$ cat src/sv/lrfs_pkg.sv
// ----------------------------------------------------------------------------
// lrfs_pkg
// Shared constants, widths and tables of the repulsive field summer.
// ----------------------------------------------------------------------------
package lrfs_pkg;

  localparam int MAX_BEAMS    = 1024;
  localparam int CORDIC_STEPS = 16;
  localparam int ATAN_ENTRIES = 24;

  localparam int BIDX_W   = $clog2(MAX_BEAMS + 1);
  localparam int CFG_W    = 16;
  localparam int CFG_IDX_W = 2;
  localparam int ANG_W    = 16;
  localparam int RANGE_W  = 16;
  localparam int OUT_W    = 16;

  localparam int CS_W     = 34;  // CORDIC x/y/z datapath, Q2.30 plus headroom
  localparam int ITER_W   = $clog2(ATAN_ENTRIES);
  localparam logic signed [CS_W-1:0] CORDIC_GAIN = 34'sd652032874;

  localparam int DEN_W    = 33;  // range^2 + 65536
  localparam int REM_W    = 34;
  localparam int RQ_W     = 32;  // reciprocal quotient, top bit always zero
  localparam int W_W      = 31;  // weight 1/(1+d^2) in Q1.30
  localparam int RCYC     = RQ_W / 2;
  localparam int RCNT_W   = $clog2(RCYC);

  localparam int ACC_W    = 28;
  localparam int PROD_W   = 64;
  localparam int TERM_W   = 20;

  localparam int MNUM_W   = ACC_W + 1;
  localparam int MDEN_W   = BIDX_W + 1;
  localparam int MCNT_W   = $clog2(MNUM_W);

  localparam logic [CFG_IDX_W-1:0] CFG_ANGLE_START = 2'd0;
  localparam logic [CFG_IDX_W-1:0] CFG_ANGLE_STEP  = 2'd1;
  localparam logic [CFG_IDX_W-1:0] CFG_MIN_RANGE   = 2'd2;

  function automatic logic signed [CS_W-1:0] atan_val(input logic [ITER_W-1:0] i);
    logic signed [CS_W-1:0] v;
    case (i)
      5'd0:  v = 34'sd536870912;
      5'd1:  v = 34'sd316933406;
      5'd2:  v = 34'sd167458907;
      5'd3:  v = 34'sd85004756;
      5'd4:  v = 34'sd42667331;
      5'd5:  v = 34'sd21354465;
      5'd6:  v = 34'sd10679838;
      5'd7:  v = 34'sd5340245;
      5'd8:  v = 34'sd2670163;
      5'd9:  v = 34'sd1335087;
      5'd10: v = 34'sd667544;
      5'd11: v = 34'sd333772;
      5'd12: v = 34'sd166886;
      5'd13: v = 34'sd83443;
      5'd14: v = 34'sd41722;
      5'd15: v = 34'sd20861;
      5'd16: v = 34'sd10430;
      5'd17: v = 34'sd5215;
      5'd18: v = 34'sd2608;
      5'd19: v = 34'sd1304;
      5'd20: v = 34'sd652;
      5'd21: v = 34'sd326;
      5'd22: v = 34'sd163;
      5'd23: v = 34'sd81;
      default: v = '0;
    endcase
    return v;
  endfunction

endpackage

$ cat src/sv/lrfs_if.sv
// ----------------------------------------------------------------------------
// lrfs_in_if / lrfs_out_if
// Valid/ready channels for beam requests and push vector results.
// ----------------------------------------------------------------------------
interface lrfs_in_if;
  logic        valid;
  logic        ready;
  logic [15:0] range_m;
  logic        last_beam;
  modport source(output valid, range_m, last_beam, input ready);
  modport sink(input valid, range_m, last_beam, output ready);
endinterface

interface lrfs_out_if;
  logic               valid;
  logic               ready;
  logic signed [15:0] push_x;
  logic signed [15:0] push_y;
  modport source(output valid, push_x, push_y, input ready);
  modport sink(input valid, push_x, push_y, output ready);
endinterface

$ cat src/sv/lrfs_cordic.sv
// ----------------------------------------------------------------------------
// lrfs_cordic
// Iterative rotation CORDIC, one micro-rotation per cycle.
// ----------------------------------------------------------------------------
module lrfs_cordic
  import lrfs_pkg::*;
(
  input  logic                   clk,
  input  logic                   rst_n,
  input  logic                   start,
  input  logic [ANG_W-1:0]       angle,
  output logic                   busy,
  output logic signed [CS_W-1:0] cos_o,
  output logic signed [CS_W-1:0] sin_o
);

  logic                   busy_r, busy_nxt;
  logic [ITER_W-1:0]      i_r, i_nxt;
  logic                   flip_r, flip_nxt;
  logic signed [CS_W-1:0] x_r, x_nxt, y_r, y_nxt, z_r, z_nxt;
  logic [ANG_W-1:0]       t;
  logic                   fl;

  always_comb begin
    fl = (angle >= 16'd16384) && (angle < 16'd49152);
    t  = fl ? angle + 16'd32768 : angle;
    busy_nxt = busy_r;
    i_nxt = i_r;
    flip_nxt = flip_r;
    x_nxt = x_r;
    y_nxt = y_r;
    z_nxt = z_r;
    if (start) begin
      busy_nxt = 1'b1;
      i_nxt    = '0;
      flip_nxt = fl;
      x_nxt    = CORDIC_GAIN;
      y_nxt    = '0;
      z_nxt    = CS_W'($signed(t)) <<< 16;
    end else if (busy_r) begin
      if (!z_r[CS_W-1]) begin
        x_nxt = x_r - (y_r >>> i_r);
        y_nxt = y_r + (x_r >>> i_r);
        z_nxt = z_r - atan_val(i_r);
      end else begin
        x_nxt = x_r + (y_r >>> i_r);
        y_nxt = y_r - (x_r >>> i_r);
        z_nxt = z_r + atan_val(i_r);
      end
      i_nxt = i_r + 1'b1;
      if (i_r == ITER_W'(CORDIC_STEPS - 1)) begin
        busy_nxt = 1'b0;
      end
    end
  end

  always_ff @(posedge clk) begin
    if (!rst_n) begin
      busy_r <= 1'b0;
    end else begin
      busy_r <= busy_nxt;
    end
    i_r    <= i_nxt;
    flip_r <= flip_nxt;
    x_r    <= x_nxt;
    y_r    <= y_nxt;
    z_r    <= z_nxt;
  end

  assign busy  = busy_r;
  assign cos_o = flip_r ? -x_r : x_r;
  assign sin_o = flip_r ? -y_r : y_r;

endmodule

$ cat src/sv/lrfs_recip.sv
// ----------------------------------------------------------------------------
// lrfs_recip
// Radix-4 restoring divider for the weight 2^46 / (range^2 + 65536).
// ----------------------------------------------------------------------------
module lrfs_recip
  import lrfs_pkg::*;
(
  input  logic               clk,
  input  logic               rst_n,
  input  logic               start,
  input  logic [RANGE_W-1:0] range_m,
  output logic               busy,
  output logic [W_W-1:0]     weight
);

  logic              busy_r, busy_nxt;
  logic [RCNT_W-1:0] cnt_r, cnt_nxt;
  logic [DEN_W-1:0]  den_r, den_nxt;
  logic [REM_W-1:0]  rem_r, rem_nxt;
  logic [RQ_W-1:0]   q_r, q_nxt;
  logic [REM_W-1:0]  rt;
  logic [RQ_W-1:0]   qt;

  always_comb begin
    busy_nxt = busy_r;
    cnt_nxt  = cnt_r;
    den_nxt  = den_r;
    rem_nxt  = rem_r;
    q_nxt    = q_r;
    rt = rem_r;
    qt = q_r;
    if (start) begin
      busy_nxt = 1'b1;
      cnt_nxt  = '0;
      den_nxt  = DEN_W'(range_m * range_m) + DEN_W'(65536);
      rem_nxt  = REM_W'(16384);
      q_nxt    = '0;
    end else if (busy_r) begin
      for (int k = 0; k < 2; k++) begin
        rt = {rt[REM_W-2:0], 1'b0};
        qt = {qt[RQ_W-2:0], 1'b0};
        if (rt >= REM_W'(den_r)) begin
          rt = rt - REM_W'(den_r);
          qt[0] = 1'b1;
        end
      end
      rem_nxt = rt;
      q_nxt   = qt;
      cnt_nxt = cnt_r + 1'b1;
      if (cnt_r == RCNT_W'(RCYC - 1)) begin
        busy_nxt = 1'b0;
      end
    end
  end

  always_ff @(posedge clk) begin
    if (!rst_n) begin
      busy_r <= 1'b0;
    end else begin
      busy_r <= busy_nxt;
    end
    cnt_r <= cnt_nxt;
    den_r <= den_nxt;
    rem_r <= rem_nxt;
    q_r   <= q_nxt;
  end

  assign busy   = busy_r;
  assign weight = q_r[W_W-1:0];

endmodule

$ cat src/sv/lrfs_mean_div.sv
// ----------------------------------------------------------------------------
// lrfs_mean_div
// Bit-serial restoring divider for the scan mean.
// ----------------------------------------------------------------------------
module lrfs_mean_div
  import lrfs_pkg::*;
(
  input  logic              clk,
  input  logic              rst_n,
  input  logic              start,
  input  logic [MNUM_W-1:0] num,
  input  logic [MDEN_W-1:0] den,
  output logic              busy,
  output logic [MNUM_W-1:0] quot
);

  logic              busy_r, busy_nxt;
  logic [MCNT_W-1:0] cnt_r, cnt_nxt;
  logic [MDEN_W-1:0] den_r, den_nxt;
  logic [MDEN_W:0]   rem_r, rem_nxt;
  logic [MNUM_W-1:0] q_r, q_nxt;
  logic [MDEN_W:0]   rt;

  always_comb begin
    busy_nxt = busy_r;
    cnt_nxt  = cnt_r;
    den_nxt  = den_r;
    rem_nxt  = rem_r;
    q_nxt    = q_r;
    rt = {rem_r[MDEN_W-1:0], q_r[MNUM_W-1]};
    if (start) begin
      busy_nxt = 1'b1;
      cnt_nxt  = '0;
      den_nxt  = den;
      rem_nxt  = '0;
      q_nxt    = num;
    end else if (busy_r) begin
      if (rt >= {1'b0, den_r}) begin
        rem_nxt = rt - {1'b0, den_r};
        q_nxt   = {q_r[MNUM_W-2:0], 1'b1};
      end else begin
        rem_nxt = rt;
        q_nxt   = {q_r[MNUM_W-2:0], 1'b0};
      end
      cnt_nxt = cnt_r + 1'b1;
      if (cnt_r == MCNT_W'(MNUM_W - 1)) begin
        busy_nxt = 1'b0;
      end
    end
  end

  always_ff @(posedge clk) begin
    if (!rst_n) begin
      busy_r <= 1'b0;
    end else begin
      busy_r <= busy_nxt;
    end
    cnt_r <= cnt_nxt;
    den_r <= den_nxt;
    rem_r <= rem_nxt;
    q_r   <= q_nxt;
  end

  assign busy = busy_r;
  assign quot = q_r;

endmodule

$ cat src/sv/lidar_repulsive_field_sum.sv
// ----------------------------------------------------------------------------
// lidar_repulsive_field_sum
// Sums the repulsive push of one lidar scan and emits its mean per scan.
// ----------------------------------------------------------------------------
// Each beam request carries one range (unsigned Q8.8 meters). A beam at or
// above min_range is turned into a direction by an iterative CORDIC (one
// micro-rotation per cycle, 16 steps) while a radix-4 divider forms the weight
// 1/(1+d^2) alongside it; one shared 34x17 multiplier then forms the x and y
// terms in four passes. A skipped beam does not leave the idle state unless it
// closes the scan; the last beam of a scan adds two serial divisions for the
// mean, one for x and then one for y. The input is not ready while a beam is
// being worked on. The finished push vector sits in an output register, so
// the next scan may start while it waits to be taken. Configuration writes
// take effect with the next beam.
module lidar_repulsive_field_sum
  import lrfs_pkg::*;
(
  input  logic                 clk,
  input  logic                 rst_n,
  lrfs_in_if.sink              in_ch,
  lrfs_out_if.source           out_ch,
  input  logic                 cfg_we,
  input  logic [CFG_IDX_W-1:0] cfg_index,
  input  logic [CFG_W-1:0]     cfg_wdata
);

  typedef enum logic [5:0] {
    S_IDLE = 6'b000001,
    S_CALC = 6'b000010,
    S_MUL  = 6'b000100,
    S_DIVX = 6'b001000,
    S_DIVY = 6'b010000,
    S_OUT  = 6'b100000
  } state_t;

  state_t state_r, state_nxt;

  logic [ANG_W-1:0]   angle_start_r, angle_step_r;
  logic [RANGE_W-1:0] min_range_r;
  logic [BIDX_W-1:0]  beam_index_r, beam_index_nxt;
  logic signed [ACC_W-1:0] sum_x_r, sum_x_nxt, sum_y_r, sum_y_nxt;
  logic               last_r, last_nxt;
  logic [2:0]         mcnt_r, mcnt_nxt;
  logic signed [PROD_W-1:0] prod_r, prod_nxt;
  logic [MNUM_W-1:0]  qx_r, qx_nxt;
  logic               out_valid_r, out_valid_nxt;
  logic signed [OUT_W-1:0] push_x_r, push_x_nxt, push_y_r, push_y_nxt;

  logic               accept, count_en, use_beam;
  logic [ANG_W-1:0]   angle;
  logic               cordic_busy, recip_busy, div_busy, div_start;
  logic signed [CS_W-1:0] cos_v, sin_v;
  logic [W_W-1:0]     weight;
  logic [MNUM_W-1:0]  div_num, div_quot;
  logic signed [ACC_W-1:0] div_sum;
  logic [ACC_W-1:0]   div_mag;
  logic signed [CS_W-1:0]  mul_a;
  logic [16:0]        mul_b;
  logic signed [CS_W+17-1:0] pp;
  logic signed [TERM_W-1:0]  term;
  logic signed [ACC_W+1:0]   acc_base, acc_diff;
  logic signed [ACC_W-1:0]   acc_sat;

  // Register writes; indexes beyond the list are ignored.
  always_ff @(posedge clk) begin
    if (!rst_n) begin
      angle_start_r <= 16'd32768;
      angle_step_r  <= 16'd256;
      min_range_r   <= 16'd51;
    end else if (cfg_we) begin
      case (cfg_index)
        CFG_ANGLE_START: angle_start_r <= cfg_wdata;
        CFG_ANGLE_STEP:  angle_step_r  <= cfg_wdata;
        CFG_MIN_RANGE:   min_range_r   <= cfg_wdata;
        default: ;
      endcase
    end
  end

  assign in_ch.ready = (state_r == S_IDLE);
  assign accept      = in_ch.valid && in_ch.ready;
  // Beams past MAX_BEAMS in one scan are neither counted nor summed.
  assign count_en    = (beam_index_r < BIDX_W'(MAX_BEAMS));
  assign use_beam    = count_en && (in_ch.range_m >= min_range_r);
  assign angle       = angle_start_r
                     + ANG_W'(beam_index_r * angle_step_r);

  lrfs_cordic u_cordic (
    .clk(clk), .rst_n(rst_n), .start(accept && use_beam), .angle(angle),
    .busy(cordic_busy), .cos_o(cos_v), .sin_o(sin_v)
  );

  lrfs_recip u_recip (
    .clk(clk), .rst_n(rst_n), .start(accept && use_beam), .range_m(in_ch.range_m),
    .busy(recip_busy), .weight(weight)
  );

  // Shared multiplier: passes 0/1 form cos*w, passes 2/3 form sin*w, each
  // weight split into a low 16-bit and a high 15-bit half.
  assign mul_a = mcnt_r[1] ? sin_v : cos_v;
  assign mul_b = mcnt_r[0] ? {2'b00, weight[W_W-1:16]} : {1'b0, weight[15:0]};
  assign pp    = mul_a * $signed(mul_b);

  // Round half up, then take the Q.16 term off the accumulator with saturation.
  assign term     = TERM_W'((prod_r + (64'sd1 <<< 43)) >>> 44);
  assign acc_base = (mcnt_r == 3'd2) ? (ACC_W+2)'(sum_x_r) : (ACC_W+2)'(sum_y_r);
  assign acc_diff = acc_base - (ACC_W+2)'(term);
  always_comb begin
    if (acc_diff > (ACC_W+2)'(134217727)) begin
      acc_sat = ACC_W'(134217727);
    end else if (acc_diff < -(ACC_W+2)'(134217728)) begin
      acc_sat = -ACC_W'(134217728) ;
    end else begin
      acc_sat = acc_diff[ACC_W-1:0];
    end
  end

  // Mean divider: x is started when the scan closes, y when x finishes.
  assign div_sum = (state_r == S_DIVX) ? sum_y_r : sum_x_r;
  assign div_mag = div_sum[ACC_W-1] ? ACC_W'(-div_sum) : ACC_W'(div_sum);
  assign div_num = MNUM_W'(div_mag) + MNUM_W'(beam_index_nxt);
  assign div_start = (accept && in_ch.last_beam && !use_beam)
                   || ((state_r == S_MUL) && (mcnt_r == 3'd4) && last_r)
                   || ((state_r == S_DIVX) && !div_busy);

  lrfs_mean_div u_mean_div (
    .clk(clk), .rst_n(rst_n), .start(div_start), .num(div_num),
    .den({beam_index_nxt, 1'b0}), .busy(div_busy), .quot(div_quot)
  );

  function automatic logic signed [OUT_W-1:0] sat_out(input logic neg,
                                                      input logic [MNUM_W-1:0] q);
    logic signed [OUT_W-1:0] r;
    if (neg) begin
      r = (q > MNUM_W'(32768)) ? 16'sh8000 : -$signed(q[OUT_W-1:0]);
    end else begin
      r = (q > MNUM_W'(32767)) ? 16'sh7fff : $signed(q[OUT_W-1:0]);
    end
    return r;
  endfunction

  always_comb begin
    state_nxt      = state_r;
    beam_index_nxt = beam_index_r;
    sum_x_nxt      = sum_x_r;
    sum_y_nxt      = sum_y_r;
    last_nxt       = last_r;
    mcnt_nxt       = mcnt_r;
    prod_nxt       = prod_r;
    qx_nxt         = qx_r;
    out_valid_nxt  = out_valid_r;
    push_x_nxt     = push_x_r;
    push_y_nxt     = push_y_r;
    if (out_ch.ready) begin
      out_valid_nxt = 1'b0;
    end
    case (state_r)
      S_IDLE: begin
        if (accept) begin
          last_nxt = in_ch.last_beam;
          if (count_en) begin
            beam_index_nxt = beam_index_r + 1'b1;
          end
          if (use_beam) begin
            state_nxt = S_CALC;
          end else if (in_ch.last_beam) begin
            state_nxt = S_DIVX;
          end
        end
      end
      S_CALC: begin
        mcnt_nxt = '0;
        if (!cordic_busy && !recip_busy) begin
          state_nxt = S_MUL;
        end
      end
      S_MUL: begin
        mcnt_nxt = mcnt_r + 1'b1;
        case (mcnt_r)
          3'd0: prod_nxt = PROD_W'(pp);
          3'd1: prod_nxt = prod_r + (PROD_W'(pp) <<< 16);
          3'd2: begin
            sum_x_nxt = acc_sat;
            prod_nxt  = PROD_W'(pp);
          end
          3'd3: prod_nxt = prod_r + (PROD_W'(pp) <<< 16);
          default: begin
            sum_y_nxt = acc_sat;
            state_nxt = last_r ? S_DIVX : S_IDLE;
          end
        endcase
      end
      S_DIVX: begin
        if (!div_busy) begin
          qx_nxt    = div_quot;
          state_nxt = S_DIVY;
        end
      end
      S_DIVY: begin
        if (!div_busy) begin
          state_nxt = S_OUT;
        end
      end
      S_OUT: begin
        if (!out_valid_r || out_ch.ready) begin
          out_valid_nxt  = 1'b1;
          push_x_nxt     = sat_out(sum_x_r[ACC_W-1], qx_r);
          push_y_nxt     = sat_out(sum_y_r[ACC_W-1], div_quot);
          beam_index_nxt = '0;
          sum_x_nxt      = '0;
          sum_y_nxt      = '0;
          state_nxt      = S_IDLE;
        end
      end
      default: state_nxt = S_IDLE;
    endcase
  end

  always_ff @(posedge clk) begin
    if (!rst_n) begin
      state_r      <= S_IDLE;
      beam_index_r <= '0;
      sum_x_r      <= '0;
      sum_y_r      <= '0;
      out_valid_r  <= 1'b0;
    end else begin
      state_r      <= state_nxt;
      beam_index_r <= beam_index_nxt;
      sum_x_r      <= sum_x_nxt;
      sum_y_r      <= sum_y_nxt;
      out_valid_r  <= out_valid_nxt;
    end
    last_r   <= last_nxt;
    mcnt_r   <= mcnt_nxt;
    prod_r   <= prod_nxt;
    qx_r     <= qx_nxt;
    push_x_r <= push_x_nxt;
    push_y_r <= push_y_nxt;
  end

  assign out_ch.valid  = out_valid_r;
  assign out_ch.push_x = push_x_r;
  assign out_ch.push_y = push_y_r;

`ifndef SYNTHESIS
  a_bidx_bound: assert property (@(posedge clk) disable iff (!rst_n)
    beam_index_r <= BIDX_W'(MAX_BEAMS))
    else $error("beam count above limit");
  a_units_done: assert property (@(posedge clk) disable iff (!rst_n)
    state_r == S_MUL |-> !cordic_busy && !recip_busy)
    else $error("multiply started before CORDIC or weight finished");
  a_busy_after_req: assert property (@(posedge clk) disable iff (!rst_n)
    accept && (use_beam || in_ch.last_beam) |=> !in_ch.ready)
    else $error("request taken while a beam is in progress");
`endif

endmodule

$ cat src/flat_wrapper.sv
// flat-port wrapper written by rule: the top's interface ports become plain ports
module lidar_repulsive_field_sum_flat import lrfs_pkg::*;
  (clk, rst_n, cfg_we, cfg_index, cfg_wdata, in_ch_valid, in_ch_range_m, in_ch_last_beam, in_ch_ready, out_ch_valid, out_ch_push_x, out_ch_push_y, out_ch_ready);
  lrfs_in_if in_ch_i ();
  lrfs_out_if out_ch_i ();
  input  logic clk;
  input  logic rst_n;
  input  logic cfg_we;
  input  logic [CFG_IDX_W-1:0] cfg_index;
  input  logic [CFG_W-1:0] cfg_wdata;
  input wire logic [$bits(in_ch_i.valid)-1:0] in_ch_valid;
  input wire logic [$bits(in_ch_i.range_m)-1:0] in_ch_range_m;
  input wire logic [$bits(in_ch_i.last_beam)-1:0] in_ch_last_beam;
  output wire logic [$bits(in_ch_i.ready)-1:0] in_ch_ready;
  output wire logic [$bits(out_ch_i.valid)-1:0] out_ch_valid;
  output wire logic [$bits(out_ch_i.push_x)-1:0] out_ch_push_x;
  output wire logic [$bits(out_ch_i.push_y)-1:0] out_ch_push_y;
  input wire logic [$bits(out_ch_i.ready)-1:0] out_ch_ready;
  assign in_ch_i.valid = in_ch_valid;
  assign in_ch_i.range_m = in_ch_range_m;
  assign in_ch_i.last_beam = in_ch_last_beam;
  assign in_ch_ready = in_ch_i.ready;
  assign out_ch_valid = out_ch_i.valid;
  assign out_ch_push_x = out_ch_i.push_x;
  assign out_ch_push_y = out_ch_i.push_y;
  assign out_ch_i.ready = out_ch_ready;
  lidar_repulsive_field_sum u_core (.clk(clk), .rst_n(rst_n), .in_ch(in_ch_i), .out_ch(out_ch_i), .cfg_we(cfg_we), .cfg_index(cfg_index), .cfg_wdata(cfg_wdata));
endmodule
$ cat config.mk
export PLATFORM = sky130hd
export DESIGN_NAME = lidar_repulsive_field_sum_flat
export DESIGN_NICKNAME = d
export VERILOG_FILES = /design/src/sv/lrfs_pkg.sv /design/src/sv/lrfs_if.sv /design/src/sv/lrfs_cordic.sv /design/src/sv/lrfs_recip.sv /design/src/sv/lrfs_mean_div.sv /design/src/sv/lidar_repulsive_field_sum.sv /design/src/flat_wrapper.sv
export SDC_FILE = /design/constraint.sdc
export NUM_CORES = 2
export LEC_CHECK = 0
export BUFFER_PORTS_ARGS = -buffer_cell sky130_fd_sc_hd__buf_2
export CORE_ASPECT_RATIO = 1.2
export CORE_MARGIN = 2
export CORE_UTILIZATION = 35
export DETAILED_ROUTE_END_ITERATION = 8
export SLEW_MARGIN = 0
export SYNTH_ARGS = -nofsm -noshare
export SYNTH_HDL_FRONTEND = slang
export SYNTH_SLANG_ARGS = --single-unit
$ cat constraint.sdc
create_clock -name clk -period 21.5 [get_ports clk]
set_input_delay 1.075 -clock clk [delete_from_list [all_inputs] [get_ports clk]]
set_output_delay 1.075 -clock clk [all_outputs]
set_load 0.02 [all_outputs]
==> run_results.csv <==
group,metric,value,unit
die,die_h,512.6,um
finish,final_cells,11570,
logic_synthesis,yosys.area_share.adder,30.33,%
clock_network,cts.sinks,533,
finish,fin_nets,10100,
worst_setup_path,start_kind,"flip-flop",
logic_synthesis,synth_area_leaders,"fa_1, ha_1, dfxtp_1",
hold_path,hp-start,"u_core.angle_start_r[4]$_SDFFE_PN0P_",
placement,portBuffers,73,
logic_synthesis,synth-xor-area-share,6.373,%
logic_synthesis,synth_edf_count,204,
clock_network,cts_root_buf,"clkbuf_16",
die,io_pins,74,
finish,layout-drive-gt1-share,6.275,%
logic_synthesis,ys_ff_latch,533,
grt,antenna_found_initial,5,
clock_network,clock_latency,0.71,ns
logic_synthesis,yosys_warnings,0,
logic_synthesis,syn_area_per_cell,8.484,um^2
hold_path,min_to,"u_core.angle_start_r[4]$_SDFFE_PN0P_",
worst_setup_path,rrSetupSlack,10.01,ns
finish,syn2layout_area_growth,7.474,%
logic_synthesis,yosys-mux-area-fraction,6.560,%
sta,final.setup_skew,0.07939,ns
grt,gr-usage-all-layers,20.23,%
routing,first_pass_iters,6,
placement,gp_congestion,0.9549,
logic_synthesis,synth_top_family_by_area,"adder cells",
sta,max_slew.worst_pin.slew,1.240,ns
worst_setup_path,worstPathArrival,11.93,ns
routing,drt_wl_total,225700,um
routing,vias_per_cell,5.478,
clock_network,cts_buffer_depth,3,
placement,dp_cells,11450,
grt,grt_max_degree,86,
placement,hpwlAfterDp,176300,um
pwr,clockPowerShare,9.8,%
sta,final_max_slew_viol_count,0,
clock_network,clkTransAtPathRegs,0.06,ns
clock_network,cts_max_level,3,
sta,tns,0,ns
pwr,total_leakage_power,36.80,nW
sta,rsz0062_at_grt,"no",
routing,drc_errors,0,
clock_network,cts_buffers,68,
routing,drtIter0Drc,4452,
grt,met2_usage,36.80,%
clock_network,cts_resized,0,
grt,use_met3,2.029,%
die,start_util,35.24,%
sta,maxSlewHeadroom,17.36,%
worst_setup_path,r2r-end,"u_core.prod_r[63]$_DFFE_PP_",
pwr,peakVddDrop,0.0001330,V
worst_setup_path,cp.required,21.94,ns
logic_synthesis,synthesis.area,75450,um^2
die,fp.dieW,427.8,um
logic_synthesis,synth_ff_type,"dfxtp_1",
pwr,power.internal,6.364,mW
pwr,power_density,164.4,nW/um^2
routing,antenna_left,0,
sta,finalCriticalPeriod,11.49,ns
logic_synthesis,synth_cell_type_count,103,
logic_synthesis,synthCells,8893,
grt,grt_use_met1,24.18,%
pwr,switchingPower,6.965,mW
sta,setup_viol,0,
hold_path,hold_class,"reg -> reg",
logic_synthesis,synthArstFlopShare,0,%
grt,overflow,0,
routing,wl_per_cell,19.50,um
grt,grt_pass1_vias,64810,
logic_synthesis,synthSimpleGateAreaFrac,15.74,%
die,num_rows,186,
worst_setup_path,path_class,"reg -> reg",
clock_network,postCtsSetupBuffers,0,
worst_setup_path,ff2ff_path_depth,38,
worst_setup_path,critPathMaxFanout,9,
pwr,p_total,13.33,mW
worst_setup_path,cp_slowest_cell,"a21oi_1",
grt,busiest_layer,"met2",
worst_setup_path,cpPeakStageDelay,0.68,ns
flow_run,maxCapViolCount,0,
logic_synthesis,synth_top_cell_by_area,"fa_1",
worst_setup_path,r2r-start,"u_core.u_cordic.y_r[9]$_SDFFE_PP0P_",
logic_synthesis,synth_compound_area_share,15.97,%
worst_setup_path,cp-end-kind,"flip-flop",
outcome,status,"completed",
die,fp.coreArea,214100,um^2
worst_setup_path,crit_top_cell,"fa_1",
die,die-area,219300,um^2
clock_network,holdBufCountCts,0,
worst_setup_path,crit_path_start,"u_core.u_cordic.y_r[9]$_SDFFE_PP0P_",
pwr,power_frac_comb,76.9,%
logic_synthesis,seq_area_frac_synth,16.85,%
logic_synthesis,synth_nets,10290,
pwr,pwr-share-seq,13.3,%
routing,vias,63380,
finish,finish.instance_area,81090,um^2
sta,max_freq,87.04,MHz
pwr,p_sw_share,52.26,%
sta,post-route-period-util,53.44,%
sta,hold_viol,0,
grt,grt_pass1_wl,358200,um
logic_synthesis,synth_top_area_share,20.70,%
placement,placed_area,78530,um^2
hold_path,hold_depth,2,
clock_network,cts_tree,"done",
-- stage by stage --
stage | util [%] | setup slack, ns | hold WS, ns
global placement | 36.68 | 10.09 | 0.4546
global route | 37.87 | 9.176 | 0.4891
detailed placement | 36.68 | 10.07 | 0.4603
CTS | 37.87 | 10.10 | 0.4688
floorplan | - | 11.16 | 0.4405
finish | 37.87 | 10.01 | 0.4667
-- power by group through the flow --
stage / registers, mW / logic, mW / clock network [mW]
4_1_cts: 1.76 / 10.2 / 1.34
3_3_place_gp: 1.77 / 10.0 / 0
6_report: 1.77 / 10.3 / 1.31
5_1_grt: 1.80 / 11.4 / 1.37
3_5_place_dp: 1.78 / 10.2 / 0
2_1_floorplan: 1.58 / 7.90 / 0
-- registers in the layout, indices dropped and copies added, names as in the netlist, 11 cells and up, named ones only --
name and flops:
u_core.sum_x_r 28, u_core.min_range_r 16, u_core.u_cordic.x_r 34, u_core.u_recip.den_r 32, u_core.u_cordic.z_r 34, u_core.u_mean_div.rem_r 12
u_core.u_recip.rem_r 33, u_core.beam_index_r 11, u_core.u_recip.q_r 31, u_core.u_mean_div.den_r 11, u_core.angle_start_r 16, u_core.out_ch.push_y 16
u_core.prod_r 48, u_core.u_mean_div.quot 29, u_core.out_ch.push_x 16, u_core.angle_step_r 16, u_core.qx_r 29, u_core.u_cordic.y_r 34
u_core.sum_y_r 28
-- cells in the final DEF (no fill, tap or decap), types with 84 or more instances in the layout --
| master | instances |
|---|---|
| mux2_2 | 84 |
| a21o_1 | 206 |
| nor3_1 | 105 |
| and2_1 | 157 |
| ha_1 | 581 |
| nor2_1 | 843 |
| mux2i_1 | 210 |
| inv_1 | 1166 |
| nand3_1 | 124 |
| edfxtp_1 | 204 |
| xnor2_1 | 296 |
| a21oi_1 | 505 |
| xor2_1 | 253 |
| buf_4 | 98 |
| o21ai_0 | 373 |
| dfxtp_1 | 323 |
| fa_1 | 780 |
| nand2_1 | 878 |
-- area by class of cell --
type | count | area, um^2
Clock buffer | 83 | 1899
Fill cell | 21640 | 133000
Sequential cell | 533 | 12730
Antenna cell | 1 | 2.502
Inverter | 1176 | 4422
Tap cell | 2820 | 3528
Timing Repair Buffer | 170 | 1096
Multi-Input combinational cell | 6746 | 56750
Clock inverter | 41 | 661.9
-- cell families after synthesis --
| logic type | count (synthesis) |
|---|---|
| multiplexers | 384 |
| XOR/XNOR | 549 |
| adder cells (fa/ha/maj) | 1361 |
| buffers and inverters | 1614 |
| AND/OR/NAND/NOR | 2584 |
| flip-flops | 533 |
| AO/OA/AOI/OAI | 1868 |
-- synth_stat cells, types with 52 or more instances --
cell      number
xor2_1       253
nand3_1      125
nor2_1       844
clkbuf_1     358
fa_1         780
nor2b_1       57
ha_1         581
inv_1       1167
o21ai_0      373
mux2i_1      220
nand2b_1      70
nor3_1       106
a31oi_1       74
xnor2_1      296
a21oi_1      508
or3_1         69
a21boi_0      71
mux4_2        80
and3_1        59
mux2_2        84
dfxtp_1      329
edfxtp_1     204
nand2_1      878
o21a_1        69
and2_1       157
a21o_1       206
a211oi_1      82
o31ai_1       52
o211ai_1      56
-- worst max-delay path: cells and delay by family, from the launching register on --
family | cells | cell delay (ns)
fa+ha+maj | 8 | 3.79
compound gates | 8 | 2.50
xor+xnor | 2 | 0.34
simple gates | 17 | 4.07
flops | 1 | 0.40
buf+inv | 3 | 0.15
-- routing by layer --
layer	share of wire, %	wire length [um]	vias up
li1	-	-	29590
met4	4.3	9692	4
met5	0.012	26	-
met3	4.8	10930	491
met2	51	114600	1952
met1	40	90390	31340
-- worst max path at each step --
stage,endpoint,slack [ns],cells after the start
global route,u_core.prod_r[63]$_DFFE_PP_,9.18,41
finish,u_core.prod_r[63]$_DFFE_PP_,10.01,38
detailed placement,u_core.prod_r[63]$_DFFE_PP_,10.07,41
global placement,u_core.prod_r[63]$_DFFE_PP_,10.09,40
CTS,u_core.prod_r[63]$_DFFE_PP_,10.10,40
floorplan,u_core.prod_r[63]$_DFFE_PP_,11.16,44
(Power assumes the default switching activity.)
